File: config.mk
export PLATFORM = sky130hd
export DESIGN_NAME = midi_track_event_parser_flat
export DESIGN_NICKNAME = d
export VERILOG_FILES = /design/src/hdl/mtep_pkg.sv /design/src/hdl/mtep_if.sv /design/src/hdl/mtep_input_stage.sv /design/src/hdl/mtep_decoder.sv /design/src/hdl/mtep_output_stage.sv /design/src/hdl/midi_track_event_parser.sv /design/src/flat_wrapper.sv
export VERILOG_INCLUDE_DIRS = /design/src /design/src/hdl
export SDC_FILE = /design/constraint.sdc
export NUM_CORES = 1
export LEC_CHECK = 0
export BUFFER_PORTS_ARGS = -buffer_cell sky130_fd_sc_hd__buf_2
export CAP_MARGIN = 20
export CORE_ASPECT_RATIO = 0.5
export CORE_MARGIN = 4
export CORE_UTILIZATION = 40
export CTS_CLUSTER_DIAMETER = 50
export DETAILED_ROUTE_END_ITERATION = 10
export GPL_TIMING_DRIVEN = 0
export PLACE_DENSITY = 0.64
export SYNTH_ARGS = -nofsm -noshare
export SYNTH_HDL_FRONTEND = slang
export SYNTH_SLANG_ARGS = --single-unit
File: constraint.sdc
create_clock -name clock -period 6.55 [get_ports clock]
set_input_delay 0.655 -clock clock [delete_from_list [all_inputs] [get_ports clock]]
set_output_delay 0.655 -clock clock [all_outputs]
set_load 0.03 [all_outputs]
File: src/hdl/midi_track_event_parser_macros.svh
// Assertion macros for the MIDI track event parser.
// Included by the modules that carry concurrent checks; no other dependencies.
`ifndef MIDI_TRACK_EVENT_PARSER_MACROS_SVH
`define MIDI_TRACK_EVENT_PARSER_MACROS_SVH

// Same-cycle implication, disabled during reset.
`define MTEP_ASSERT_NOW(label, clk, rst, ante, cons) \
   label: assert property (@(posedge clk) disable iff (rst) (ante) |-> (cons)) \
      else $error("mtep check failed");

// Next-cycle implication, disabled during reset.
`define MTEP_ASSERT_NEXT(label, clk, rst, ante, cons) \
   label: assert property (@(posedge clk) disable iff (rst) (ante) |=> (cons)) \
      else $error("mtep check failed");

`endif

File: src/hdl/mtep_pkg.sv
// Shared types, codes and the MIDI data-length table for the track event parser.
// No dependencies; used by every module.
`default_nettype none

package mtep_pkg;

   localparam int MAX_VLQ_BYTES = 4;
   localparam int VLQ_CNT_W     = 3;

   localparam logic [2:0] PH_DELTA     = 3'd0;
   localparam logic [2:0] PH_STATUS    = 3'd1;
   localparam logic [2:0] PH_DATA1     = 3'd2;
   localparam logic [2:0] PH_DATA2     = 3'd3;
   localparam logic [2:0] PH_META_TYPE = 3'd4;
   localparam logic [2:0] PH_META_LEN  = 3'd5;
   localparam logic [2:0] PH_META_DATA = 3'd6;
   localparam logic [2:0] PH_SYSEX     = 3'd7;

   localparam logic [1:0] KIND_MIDI  = 2'd0;
   localparam logic [1:0] KIND_META  = 2'd1;
   localparam logic [1:0] KIND_SYSEX = 2'd2;
   localparam logic [1:0] KIND_ERROR = 2'd3;

   localparam logic [1:0] NEED_BAD = 2'd3;

   localparam logic [7:0] ST_META     = 8'hFF;
   localparam logic [7:0] ST_SYSEX    = 8'hF0;
   localparam logic [7:0] ST_SYSEX_END = 8'hF7;
   localparam logic [7:0] ST_REALTIME = 8'hF8;
   localparam logic [7:0] ST_CHANNEL  = 8'h80;

   typedef struct packed {
      logic       fire;
      logic [7:0] track_byte;
      logic       track_start;
   } step_type;

   typedef struct packed {
      logic [1:0]  kind;
      logic [27:0] delta_time;
      logic [7:0]  status_byte;
      logic [1:0]  data_count;
      logic [7:0]  data_one;
      logic [7:0]  data_two;
      logic [7:0]  payload_byte;
      logic        payload_valid;
      logic        last_of_run;
   } rsp_type;

   function automatic logic [1:0] data_need(input logic [7:0] s);
      logic [1:0] n;
      if (!s[7]) begin
         n = NEED_BAD;
      end else if (s[7:4] != 4'hF) begin
         n = (s[7:4] == 4'hC || s[7:4] == 4'hD) ? 2'd1 : 2'd2;
      end else begin
         case (s)
            8'hF1, 8'hF3: n = 2'd1;
            8'hF2:        n = 2'd2;
            8'hF6, 8'hF8, 8'hFA, 8'hFB, 8'hFC, 8'hFE: n = 2'd0;
            default:      n = NEED_BAD;
         endcase
      end
      return n;
   endfunction

endpackage

`default_nettype wire

File: src/hdl/mtep_if.sv
// Valid/ready channel interfaces for track bytes and parsed results.
// No dependencies; the result field widths are written out here.
`default_nettype none

interface mtep_req_if;
   logic       valid;
   logic       ready;
   logic [7:0] track_byte;
   logic       track_start;

   modport source (output valid, output track_byte, output track_start, input ready);
   modport sink   (input valid, input track_byte, input track_start, output ready);
endinterface

interface mtep_rsp_if;
   logic        valid;
   logic        ready;
   logic [1:0]  kind;
   logic [27:0] delta_time;
   logic [7:0]  status_byte;
   logic [1:0]  data_count;
   logic [7:0]  data_one;
   logic [7:0]  data_two;
   logic [7:0]  payload_byte;
   logic        payload_valid;
   logic        last_of_run;

   modport source (output valid, output kind, output delta_time, output status_byte,
                   output data_count, output data_one, output data_two,
                   output payload_byte, output payload_valid, output last_of_run,
                   input ready);
   modport sink   (input valid, input kind, input delta_time, input status_byte,
                   input data_count, input data_one, input data_two,
                   input payload_byte, input payload_valid, input last_of_run,
                   output ready);
endinterface

`default_nettype wire

File: src/hdl/mtep_input_stage.sv
// Input register for track byte beats; it holds while out_free is low.
// Depends on mtep_pkg and mtep_req_if; hands one step per cycle to the decoder.
`default_nettype none

module mtep_input_stage (
   input  wire logic          clock,
   input  wire logic          reset,
   mtep_req_if.sink           req_port,
   input  wire logic          out_free,
   output mtep_pkg::step_type step
);

   logic       valid_ff, valid_in;
   logic [7:0] byte_ff;
   logic       start_ff;
   logic       advance;
   logic       take;

   assign advance        = valid_ff && out_free;
   assign req_port.ready = !valid_ff || advance;
   assign take           = req_port.valid && req_port.ready;

   always_comb begin
      valid_in = valid_ff;
      if (take) begin
         valid_in = 1'b1;
      end else if (advance) begin
         valid_in = 1'b0;
      end
   end

   always_ff @(posedge clock) begin
      if (reset) begin
         valid_ff <= 1'b0;
      end else begin
         valid_ff <= valid_in;
      end
   end

   always_ff @(posedge clock) begin
      if (take) begin
         byte_ff  <= req_port.track_byte;
         start_ff <= req_port.track_start;
      end
   end

   assign step.fire        = advance;
   assign step.track_byte  = byte_ff;
   assign step.track_start = start_ff;

endmodule

`default_nettype wire

File: src/hdl/mtep_decoder.sv
// Parse state and one-byte decode step: delta time, status, data, meta and sysex.
// Depends on mtep_pkg and the assertion macro header.
`default_nettype none
`include "midi_track_event_parser_macros.svh"

module mtep_decoder (
   input  wire logic          clock,
   input  wire logic          reset,
   input  mtep_pkg::step_type step,
   output logic               res_valid,
   output mtep_pkg::rsp_type  res
);

   logic [2:0]                     phase_ff, phase_in, phase_cur;
   logic [27:0]                    delta_ff, delta_in;
   logic [mtep_pkg::VLQ_CNT_W-1:0] cnt_ff, cnt_in, cnt_cur, cnt_inc;
   logic [7:0]                     rs_ff, rs_in, rs_cur;
   logic [7:0]                     cur_ff, cur_in;
   logic [7:0]                     held_ff, held_in;
   logic [27:0]                    left_ff, left_in;
   logic [7:0]                     b;
   logic [1:0]                     need;
   logic                           emit, err;
   mtep_pkg::rsp_type              r;

   assign b = step.track_byte;

   always_comb begin
      phase_cur = step.track_start ? mtep_pkg::PH_DELTA : phase_ff;
      cnt_cur   = step.track_start ? '0 : cnt_ff;
      rs_cur    = step.track_start ? '0 : rs_ff;
      cnt_inc   = cnt_cur + 1'b1;
      phase_in  = phase_cur;
      cnt_in    = cnt_cur;
      rs_in     = rs_cur;
      delta_in  = delta_ff;
      cur_in    = cur_ff;
      held_in   = held_ff;
      left_in   = left_ff;
      need      = 2'd0;
      emit      = 1'b0;
      err       = 1'b0;
      r         = '0;

      case (phase_cur)
         mtep_pkg::PH_DELTA: begin
            delta_in = {(cnt_cur == '0) ? 21'd0 : delta_ff[20:0], b[6:0]};
            if (!b[7]) begin
               cnt_in   = '0;
               phase_in = mtep_pkg::PH_STATUS;
            end else if (cnt_inc >= mtep_pkg::VLQ_CNT_W'(mtep_pkg::MAX_VLQ_BYTES)) begin
               err = 1'b1;
            end else begin
               cnt_in = cnt_inc;
            end
         end
         mtep_pkg::PH_STATUS: begin
            if (b == mtep_pkg::ST_META) begin
               rs_in    = '0;
               phase_in = mtep_pkg::PH_META_TYPE;
            end else if (b == mtep_pkg::ST_SYSEX) begin
               rs_in    = '0;
               cur_in   = mtep_pkg::ST_SYSEX;
               phase_in = mtep_pkg::PH_SYSEX;
            end else if (!b[7]) begin
               if (rs_cur == '0) begin
                  err = 1'b1;
               end else begin
                  cur_in = rs_cur;
                  need   = mtep_pkg::data_need(rs_cur);
                  if (need == 2'd1) begin
                     emit         = 1'b1;
                     r.data_count = 2'd1;
                     r.data_one   = b;
                  end else begin
                     held_in  = b;
                     phase_in = mtep_pkg::PH_DATA2;
                  end
               end
            end else begin
               need = mtep_pkg::data_need(b);
               if (need == mtep_pkg::NEED_BAD) begin
                  err = 1'b1;
               end else begin
                  cur_in = b;
                  if (b < mtep_pkg::ST_SYSEX) begin
                     rs_in = b;
                  end else if (b < mtep_pkg::ST_REALTIME) begin
                     rs_in = '0;
                  end
                  if (need == 2'd0) begin
                     emit = 1'b1;
                  end else begin
                     phase_in = mtep_pkg::PH_DATA1;
                  end
               end
            end
         end
         mtep_pkg::PH_DATA1: begin
            need = mtep_pkg::data_need(cur_ff);
            if (need == 2'd1) begin
               emit         = 1'b1;
               r.data_count = 2'd1;
               r.data_one   = b;
            end else begin
               held_in  = b;
               phase_in = mtep_pkg::PH_DATA2;
            end
         end
         mtep_pkg::PH_DATA2: begin
            emit         = 1'b1;
            r.data_count = 2'd2;
            r.data_one   = held_ff;
            r.data_two   = b;
         end
         mtep_pkg::PH_META_TYPE: begin
            cur_in   = b;
            cnt_in   = '0;
            phase_in = mtep_pkg::PH_META_LEN;
         end
         mtep_pkg::PH_META_LEN: begin
            left_in = {(cnt_cur == '0) ? 21'd0 : left_ff[20:0], b[6:0]};
            if (!b[7]) begin
               cnt_in = '0;
               if (left_in == '0) begin
                  r.kind        = mtep_pkg::KIND_META;
                  r.status_byte = cur_ff;
                  r.last_of_run = 1'b1;
                  phase_in      = mtep_pkg::PH_DELTA;
               end else begin
                  phase_in = mtep_pkg::PH_META_DATA;
               end
            end else if (cnt_inc >= mtep_pkg::VLQ_CNT_W'(mtep_pkg::MAX_VLQ_BYTES)) begin
               err = 1'b1;
            end else begin
               cnt_in = cnt_inc;
            end
         end
         mtep_pkg::PH_META_DATA: begin
            left_in         = left_ff - 28'd1;
            r.kind          = mtep_pkg::KIND_META;
            r.status_byte   = cur_ff;
            r.payload_byte  = b;
            r.payload_valid = 1'b1;
            r.last_of_run   = (left_in == '0);
            if (left_in == '0) begin
               phase_in = mtep_pkg::PH_DELTA;
            end
         end
         default: begin
            r.kind        = mtep_pkg::KIND_SYSEX;
            r.status_byte = mtep_pkg::ST_SYSEX;
            if (b == mtep_pkg::ST_SYSEX_END) begin
               r.last_of_run = 1'b1;
               phase_in      = mtep_pkg::PH_DELTA;
            end else begin
               r.payload_byte  = b;
               r.payload_valid = 1'b1;
            end
         end
      endcase

      res_valid = step.fire && (emit || err
                  || (phase_cur == mtep_pkg::PH_META_DATA)
                  || (phase_cur == mtep_pkg::PH_SYSEX)
                  || (phase_cur == mtep_pkg::PH_META_LEN && !b[7] && left_in == '0));

      if (emit) begin
         r.kind        = mtep_pkg::KIND_MIDI;
         r.status_byte = cur_in;
         r.last_of_run = 1'b1;
         phase_in      = mtep_pkg::PH_DELTA;
      end
      if (err) begin
         r             = '0;
         r.kind        = mtep_pkg::KIND_ERROR;
         r.status_byte = b;
         r.last_of_run = 1'b1;
         phase_in      = mtep_pkg::PH_DELTA;
         cnt_in        = '0;
         rs_in         = '0;
      end
      r.delta_time = delta_in;
   end

   assign res = r;

   always_ff @(posedge clock) begin
      if (reset) begin
         phase_ff <= mtep_pkg::PH_DELTA;
         delta_ff <= '0;
         cnt_ff   <= '0;
         rs_ff    <= '0;
         cur_ff   <= '0;
         held_ff  <= '0;
         left_ff  <= '0;
      end else if (step.fire) begin
         phase_ff <= phase_in;
         delta_ff <= delta_in;
         cnt_ff   <= cnt_in;
         rs_ff    <= rs_in;
         cur_ff   <= cur_in;
         held_ff  <= held_in;
         left_ff  <= left_in;
      end
   end

   `MTEP_ASSERT_NEXT(a_error_resets, clock, reset, res_valid && res.kind == mtep_pkg::KIND_ERROR, phase_ff == mtep_pkg::PH_DELTA && rs_ff == '0)
   `MTEP_ASSERT_NOW(a_running_is_channel, clock, reset, 1'b1, rs_ff == '0 || (rs_ff[7] && rs_ff[7:4] != 4'hF))
   `MTEP_ASSERT_NOW(a_meta_left_nonzero, clock, reset, phase_ff == mtep_pkg::PH_META_DATA, left_ff != '0)
   `MTEP_ASSERT_NOW(a_vlq_count_bound, clock, reset, 1'b1, cnt_ff < mtep_pkg::VLQ_CNT_W'(mtep_pkg::MAX_VLQ_BYTES))

endmodule

`default_nettype wire

File: src/hdl/mtep_output_stage.sv
// Result register driving the response channel.
// Depends on mtep_pkg and mtep_rsp_if.
`default_nettype none

module mtep_output_stage (
   input  wire logic         clock,
   input  wire logic         reset,
   input  wire logic         res_valid,
   input  mtep_pkg::rsp_type res,
   output logic              out_free,
   mtep_rsp_if.source        rsp_port
);

   logic              valid_ff, valid_in;
   mtep_pkg::rsp_type data_ff;

   assign out_free = !valid_ff || rsp_port.ready;

   always_comb begin
      valid_in = valid_ff;
      if (res_valid) begin
         valid_in = 1'b1;
      end else if (rsp_port.ready) begin
         valid_in = 1'b0;
      end
   end

   always_ff @(posedge clock) begin
      if (reset) begin
         valid_ff <= 1'b0;
      end else begin
         valid_ff <= valid_in;
      end
   end

   always_ff @(posedge clock) begin
      if (res_valid) begin
         data_ff <= res;
      end
   end

   assign rsp_port.valid         = valid_ff;
   assign rsp_port.kind          = data_ff.kind;
   assign rsp_port.delta_time    = data_ff.delta_time;
   assign rsp_port.status_byte   = data_ff.status_byte;
   assign rsp_port.data_count    = data_ff.data_count;
   assign rsp_port.data_one      = data_ff.data_one;
   assign rsp_port.data_two      = data_ff.data_two;
   assign rsp_port.payload_byte  = data_ff.payload_byte;
   assign rsp_port.payload_valid = data_ff.payload_valid;
   assign rsp_port.last_of_run   = data_ff.last_of_run;

endmodule

`default_nettype wire

File: src/hdl/midi_track_event_parser.sv
// MIDI track event parser: takes one track byte per beat and emits at most one result
// per byte. Throughput is one byte per cycle while the result sink keeps up; the input
// register and the result register are the only stages; a byte held in the input
// register is decoded combinationally into the result register, which offers the
// result on the response channel. A stalled result register holds the input stage.
// Depends on mtep_pkg, mtep_if, mtep_input_stage, mtep_decoder and mtep_output_stage.
`default_nettype none

module midi_track_event_parser (
   input  wire logic  clock,
   input  wire logic  reset,
   mtep_req_if.sink   req_port,
   mtep_rsp_if.source rsp_port
);

   mtep_pkg::step_type step;
   mtep_pkg::rsp_type  res;
   logic               res_valid;
   logic               out_free;

   mtep_input_stage u_input (
      .clock    (clock),
      .reset    (reset),
      .req_port (req_port),
      .out_free (out_free),
      .step     (step)
   );

   mtep_decoder u_decoder (
      .clock     (clock),
      .reset     (reset),
      .step      (step),
      .res_valid (res_valid),
      .res       (res)
   );

   mtep_output_stage u_output (
      .clock     (clock),
      .reset     (reset),
      .res_valid (res_valid),
      .res       (res),
      .out_free  (out_free),
      .rsp_port  (rsp_port)
   );

endmodule

`default_nettype wire
File: src/flat_wrapper.sv
// flat-port wrapper written by rule: the top's interface ports become plain ports
module midi_track_event_parser_flat 
  (clock, reset, req_port_valid, req_port_track_byte, req_port_track_start, req_port_ready, rsp_port_valid, rsp_port_kind, rsp_port_delta_time, rsp_port_status_byte, rsp_port_data_count, rsp_port_data_one, rsp_port_data_two, rsp_port_payload_byte, rsp_port_payload_valid, rsp_port_last_of_run, rsp_port_ready);
  mtep_req_if req_port_i ();
  mtep_rsp_if rsp_port_i ();
  input  wire logic clock;
  input  wire logic reset;
  input wire logic [$bits(req_port_i.valid)-1:0] req_port_valid;
  input wire logic [$bits(req_port_i.track_byte)-1:0] req_port_track_byte;
  input wire logic [$bits(req_port_i.track_start)-1:0] req_port_track_start;
  output wire logic [$bits(req_port_i.ready)-1:0] req_port_ready;
  output wire logic [$bits(rsp_port_i.valid)-1:0] rsp_port_valid;
  output wire logic [$bits(rsp_port_i.kind)-1:0] rsp_port_kind;
  output wire logic [$bits(rsp_port_i.delta_time)-1:0] rsp_port_delta_time;
  output wire logic [$bits(rsp_port_i.status_byte)-1:0] rsp_port_status_byte;
  output wire logic [$bits(rsp_port_i.data_count)-1:0] rsp_port_data_count;
  output wire logic [$bits(rsp_port_i.data_one)-1:0] rsp_port_data_one;
  output wire logic [$bits(rsp_port_i.data_two)-1:0] rsp_port_data_two;
  output wire logic [$bits(rsp_port_i.payload_byte)-1:0] rsp_port_payload_byte;
  output wire logic [$bits(rsp_port_i.payload_valid)-1:0] rsp_port_payload_valid;
  output wire logic [$bits(rsp_port_i.last_of_run)-1:0] rsp_port_last_of_run;
  input wire logic [$bits(rsp_port_i.ready)-1:0] rsp_port_ready;
  assign req_port_i.valid = req_port_valid;
  assign req_port_i.track_byte = req_port_track_byte;
  assign req_port_i.track_start = req_port_track_start;
  assign req_port_ready = req_port_i.ready;
  assign rsp_port_valid = rsp_port_i.valid;
  assign rsp_port_kind = rsp_port_i.kind;
  assign rsp_port_delta_time = rsp_port_i.delta_time;
  assign rsp_port_status_byte = rsp_port_i.status_byte;
  assign rsp_port_data_count = rsp_port_i.data_count;
  assign rsp_port_data_one = rsp_port_i.data_one;
  assign rsp_port_data_two = rsp_port_i.data_two;
  assign rsp_port_payload_byte = rsp_port_i.payload_byte;
  assign rsp_port_payload_valid = rsp_port_i.payload_valid;
  assign rsp_port_last_of_run = rsp_port_i.last_of_run;
  assign rsp_port_i.ready = rsp_port_ready;
  midi_track_event_parser u_core (.clock(clock), .reset(reset), .req_port(req_port_i), .rsp_port(rsp_port_i));
endmodule
* Word-level counts from Yosys, hierarchy flattened
Cells that the tools add are included.
Cells by class: add/subtract/negate cells 2, $mul 0, div/mod/pow operators 0, $lt $le $gt $ge 3, eq/ne operators 55, shifts and indexed selects 0, multiplexer cells 114, bitwise logic cells 1, reductions and logical operators 39
Operators by type and width (count):
- $eq 8x8->1 const B | 30
- $mux 8 | 24
- $logic_not 28->1 | 3
- $mux 9 | 7
- $mux 3 | 20
- $pmux 28 s2 | 1
- $mux 21 | 2
- $mux 2 | 19
- $mux 36 | 1
- $pmux 8 s2 | 2
- $pmux 10 s3 | 1
- $mux 28 | 1
- $sub 28x1->28 const B | 1
- $mux 1 | 25
- $eq 4x4->1 const B | 6
- $pmux 2 s3 | 4
- $pmux 8 s3 | 1
- $reduce_or 6->1 | 4
- $pmux 3 s7 | 1
- $pmux 9 s2 | 1
- $lt 8x8->1 const B | 2
- $eq 3x3->1 const B | 4
- $ne 2x2->1 const B | 6
- $ne 4x4->1 const B | 3
- 20 further kinds | 45
Word-level totals: register bits after elaboration 163, bits in latches 0, memory bits (writable) 0, memory bits (read-only) 0, input port bits 13, output and inout bits 68, logic and storage cells 234, memories 0

* Depth between registers and ports, before layout
depth after elaboration 24, depth in mapped cells 11, gate-level depth less buffers 10

* Modules after synthesis
Synthesis repeated with hierarchy kept, for this count alone.
Unflattened totals: cells, all modules 971, area, all modules 8896.0 µm²
By module, submodules not included:
- mtep_decoder | instances 1, cells an instance 884, area each 6520.0 µm², sequential area each 1721.7 µm²
- mtep_output_stage | instances 1, cells an instance 70, area each 2028.2 µm², sequential area each 2001.9 µm²
- mtep_input_stage | instances 1, cells an instance 17, area each 347.8 µm², sequential area each 290.3 µm²

* Worst setup path before layout
Ideal clock, no wire load.
kind reg-to-reg, start register u_core.u_decoder.left_ff[1], end register u_core.u_output.data_ff (netlist bit u_core.u_output.rsp_port.data_count[0]), enable pin, setup time 527 ps, data arrival time 5707 ps, required time 6023 ps, path slack 316 ps, cell stages (with the launch flop) 12, buffers on the path 1, clock period less this slack 6234 ps, cells stage by stage dfxtp_1 > inv_1 > ha_1 > buf_6 > nor4b_1 > nand4_1 > mux2i_1 > nand2_1 > or4_4 > a2111oi_4 > nand3_2 > a41oi_1
Between the ends: word-level cells in the longest chain between the ends 6, elaborated cells between the ends (all ways) 7, classes of those cells 1 x add/sub; 2 x mux; 4 x reduce/logical
Ends and longest elaborated chain:
- from (decl) | line mtep_decoder.sv:20 | logic [27:0] left_ff, left_in;
- from (signal assigned) | line mtep_decoder.sv:204 | left_ff <= left_in;
- $sub 28x1->28 / $mux 21 (equally long branches) | line mtep_decoder.sv:140, mtep_decoder.sv:122
- $pmux 28 s2 * | line mtep_decoder.sv:45 | case (phase_cur)
- $logic_not 28->1 * | line mtep_decoder.sv:166 | || (phase_cur == mtep_pkg::PH_META_LEN && !b[7] && left_in == '0));
- $logic_and 1x1->1 * | line mtep_decoder.sv:166
- $logic_or 1x1->1 * | line mtep_decoder.sv:166
- $logic_and 1x1->1 * | line mtep_decoder.sv:163 | res_valid = step.fire && (emit || err
- net u_core.res_valid | line midi_track_event_parser.sv:18 | logic res_valid;
- to (signal assigned) | line mtep_output_stage.sv:38 | data_ff <= res;
- to (decl) | line mtep_output_stage.sv:15 | mtep_pkg::rsp_type data_ff;
Mark *: on every way through the listed nets, which the timed path passes. The rest lies on a longest branch. A chain may end at the register's enable or synchronous reset.

* Worst setup path in the final report
start register u_core.u_decoder.left_ff[0], end register u_core.u_output.data_ff (netlist bit u_core.u_output.rsp_port.data_two[5]), enable pin
The elaborated chain is that of the path after synthesis.

==> impl_metrics.tcl <==
set metrics [dict create \
    cap_violations 0 \
    synthTopCellsByCount "nor2_1 (141), dfxtp_1 (88), nand2_1 (78), edfxtp_1 (75), clkbuf_1 (54)" \
    cts_resized 0 \
    synthCells 944 \
    clock_sinks 163 \
    ant_nets 0 \
    setup_viol 0 \
    clockRootBuffer "clkbuf_16" \
    vdd_drop_max_mv 0.174 \
    hold_path_class "input pin to flip-flop" \
    fin_area_um2 10100 \
    drt-wirelength-per-cell_um 22.0 \
    antenna_found_initial 0 \
    dr.first_iter.drc_count 899 \
    grt_max_degree 29 \
    synth_area_um2 8720 \
    placed_area_um2 9560 \
    min_period_over_period_pct 70.4 \
    hold_viol_final 0 \
    grt_first_pass_wirelength_mm 46.0 \
    num_rows 37 \
    final_nets 1063 \
    vias 8238 \
    portBuffers 80 \
    grt_overflow 0 \
    synth_edf_count 75 \
    sw_frac_of_total_pct 28.7 \
    fmax_mhz 217 \
    register_area_um2 4010 \
    max_slew_margin_pct 31.3 \
    yosysTopAreaCell "edfxtp_1" \
    worstPathRequired_ns 6.70 \
    drt_wl_total_mm 29.8 \
    worstSkewPairLatency_ns 0.45 \
    tightest_slew_ns 1.03 \
    die_h_um 112 \
    die_w_um 217 \
    drt-vias-per-instance 6.09 \
    drt_first_pass_iters 6 \
    drt_drc_violations_left 0 \
    io_pins 81 \
    pwr-share-clk_pct 40.8 \
    post-route-util_pct 48.2 \
    slew_violations 0 \
    p_int_uw 1680 \
    multi_input_area_um2 4230 \
    post_cts_buffers 0 \
    ys_ff_latch 163 \
    antennaDiodeCount 0 \
    ys.flop_type "dfxtp_1" \
    seqPwrFrac_pct 47.4 \
    dp_hpwl_mm 21.4 \
    synthArstFlopShare_pct 0 \
    clk_pin_slew_ns 0.07 \
    yosysUniqueCellTypes 80 \
    status "completed" \
    ctsLongestPathBuffers 2 \
    start_util_pct 41.6 \
    yosysMostFrequentCell "nor2_1" \
    ys_warn_count 0 \
    powerDensity_nw_per_um2 233 \
    avgSynthCellArea_um2 9.24 \
    cts_hold_buf 0 \
    final.setup.tns_ns 0 \
    ff2ff_setup_slack_ns 1.94 \
    p_sw_uw 674 \
    fillers 1997 \
    grt_pass1_vias 7684 \
    die_area_um2 24400 \
    drive_gt1_share_pct 16.3 \
    combPwrFrac_pct 11.8 \
    synthTopCellsByArea "edfxtp_1 (26%), dfxtp_1 (20%), nor2_1 (6.1%)" \
    synth_top_area_share_pct 25.8 \
    rsz0062_at_grt "no" \
    cts_htree_levels 4 \
    gp_congestion 0.944 \
    critPathLaunchType "flip-flop" \
    hold_ws_ns 0.385 \
    finalClockSkew_ns 0.0151 \
    min_period_ns 4.61 \
    worst_ep_arrival_time_ns 4.76 \
    cp_max_fo 28 \
    path_class "flip-flop to flip-flop" \
    p_leak_uw 0.00367 \
    coreArea_um2 21000 \
    synth_seq_area_share_pct 46.0 \
    cts_buffers 17 \
    area_growth_pct 15.9 \
    worstSetupEndpointType "flip-flop" \
    grt_usage_pct 24.4 \
    cts_tree "yes" \
    synth_fp_nets 960 \
]
## cells by family after synthesis
| family | count (synthesis) | share of synthesized area [%] |
|---|---|---|
| AOI/OAI and AO/OA | 251 | 21.0 |
| xor gates and xnor gates | 4 | 0.402 |
| adders and majority gates | 3 | 0.431 |
| buffers and inverters | 97 | 5.64 |
| DFF | 163 | 46.0 |
| muxes | 24 | 2.88 |
| and+or+nand+nor | 402 | 23.6 |
## per-layer routing
layer	routed length, um	part of all wire [%]	GRT usage (%)	up-vias
li1	-	-	-	3757
met1	13600	46	35.1	4038
met2	12800	43	36.2	416
met3	2950	9.9	7.38	27
met4	403	1.4	5.50	0
met5	0	0	0	-
## power by group through the flow
stage / combinational (uW) / clock (uW) / sequential (uW)
after detailed placement: 269 / 0 / 1130
after floorplan: 187 / 0 / 1130
final: 278 / 959 / 1110
after global routing: 299 / 1010 / 1120
after global placement: 267 / 0 / 1130
after CTS: 271 / 972 / 1110
## state kept, by name, indices dropped and copies added (netlist names), 2 cells and up
name / flops
u_core.u_decoder.cur_ff: 8
u_core.u_decoder.delta_ff: 28
u_core.u_output.rsp_port.data_count: 2
u_core.u_output.rsp_port.payload_byte: 8
u_core.u_output.rsp_port.delta_time: 28
u_core.u_decoder.held_ff: 8
u_core.u_input.byte_ff: 8
u_core.u_output.rsp_port.status_byte: 8
u_core.u_output.rsp_port.data_two: 8
u_core.u_output.rsp_port.data_one: 8
u_core.u_decoder.cnt_ff: 3
u_core.u_decoder.rs_ff: 8
u_core.u_output.rsp_port.kind: 2
u_core.u_decoder.left_ff: 28
u_core.u_decoder.phase_ff: 3
## layout by cell type, fill, tap and decap left out, types with 9 or more instances in the layout
master	instances
nor3_1	39
mux2i_1	15
edfxtp_1	75
a31oi_1	9
nor4_1	15
a221oi_1	16
buf_2	88
o21ai_0	33
inv_1	16
clkbuf_1	55
and2_1	18
a22oi_1	12
nand2b_1	9
a21oi_1	47
nor2b_1	9
buf_6	9
dfxtp_1	88
a211oi_1	30
and3_1	11
nand2_1	78
nand4_1	10
mux2_2	9
clkbuf_16	17
nand3_1	22
a22o_1	34
nor2_1	141
## cell type report
type	count	area share [%]
Buffer	81	4.27
Clock buffer	19	4.38
Clock inverter	13	0.991
Inverter	16	0.594
Multi-Input combinational cell	684	41.9
Sequential cell	163	39.7
Tap cell	292	3.62
Timing Repair Buffer	84	4.53
## critical path: stages, from the launching register on
cell and delay (ns):
dfxtp_1 0.44, nor4_4 0.53, and4_1 0.26, clkbuf_1 0.41
a311oi_1 0.16, a221oi_1 0.39, nand4_1 0.14, nor4_1 0.34
nand3_2 0.25, a41oi_4 0.91, buf_16 0.25, buf_12 0.20
## stage by stage
stage,worst slack (ns),power [uW],instances
after floorplan,0.316,1310,944
after global placement,-1.73,1400,1316
after detailed placement,2.06,1400,1319
final,1.94,2350,1352
after CTS,2.02,2350,1351
after global routing,1.65,2430,1352
## path summary, 6_finish.rpt
kind | startpoint | to | cells past startpoint
max reg2reg | u_core.u_decoder.left_ff[0] | u_core.u_output.rsp_port.data_two[5] | 11
max | u_core.u_decoder.left_ff[0] | u_core.u_output.rsp_port.data_two[5] | 11
min reg2reg | u_core.u_decoder.delta_ff[0] | u_core.u_decoder.delta_ff[0] | 2
min | req_port_track_byte[1] | u_core.u_input.byte_ff[1] | 1
No activity file was read; power rests on OpenSTA's default activity.
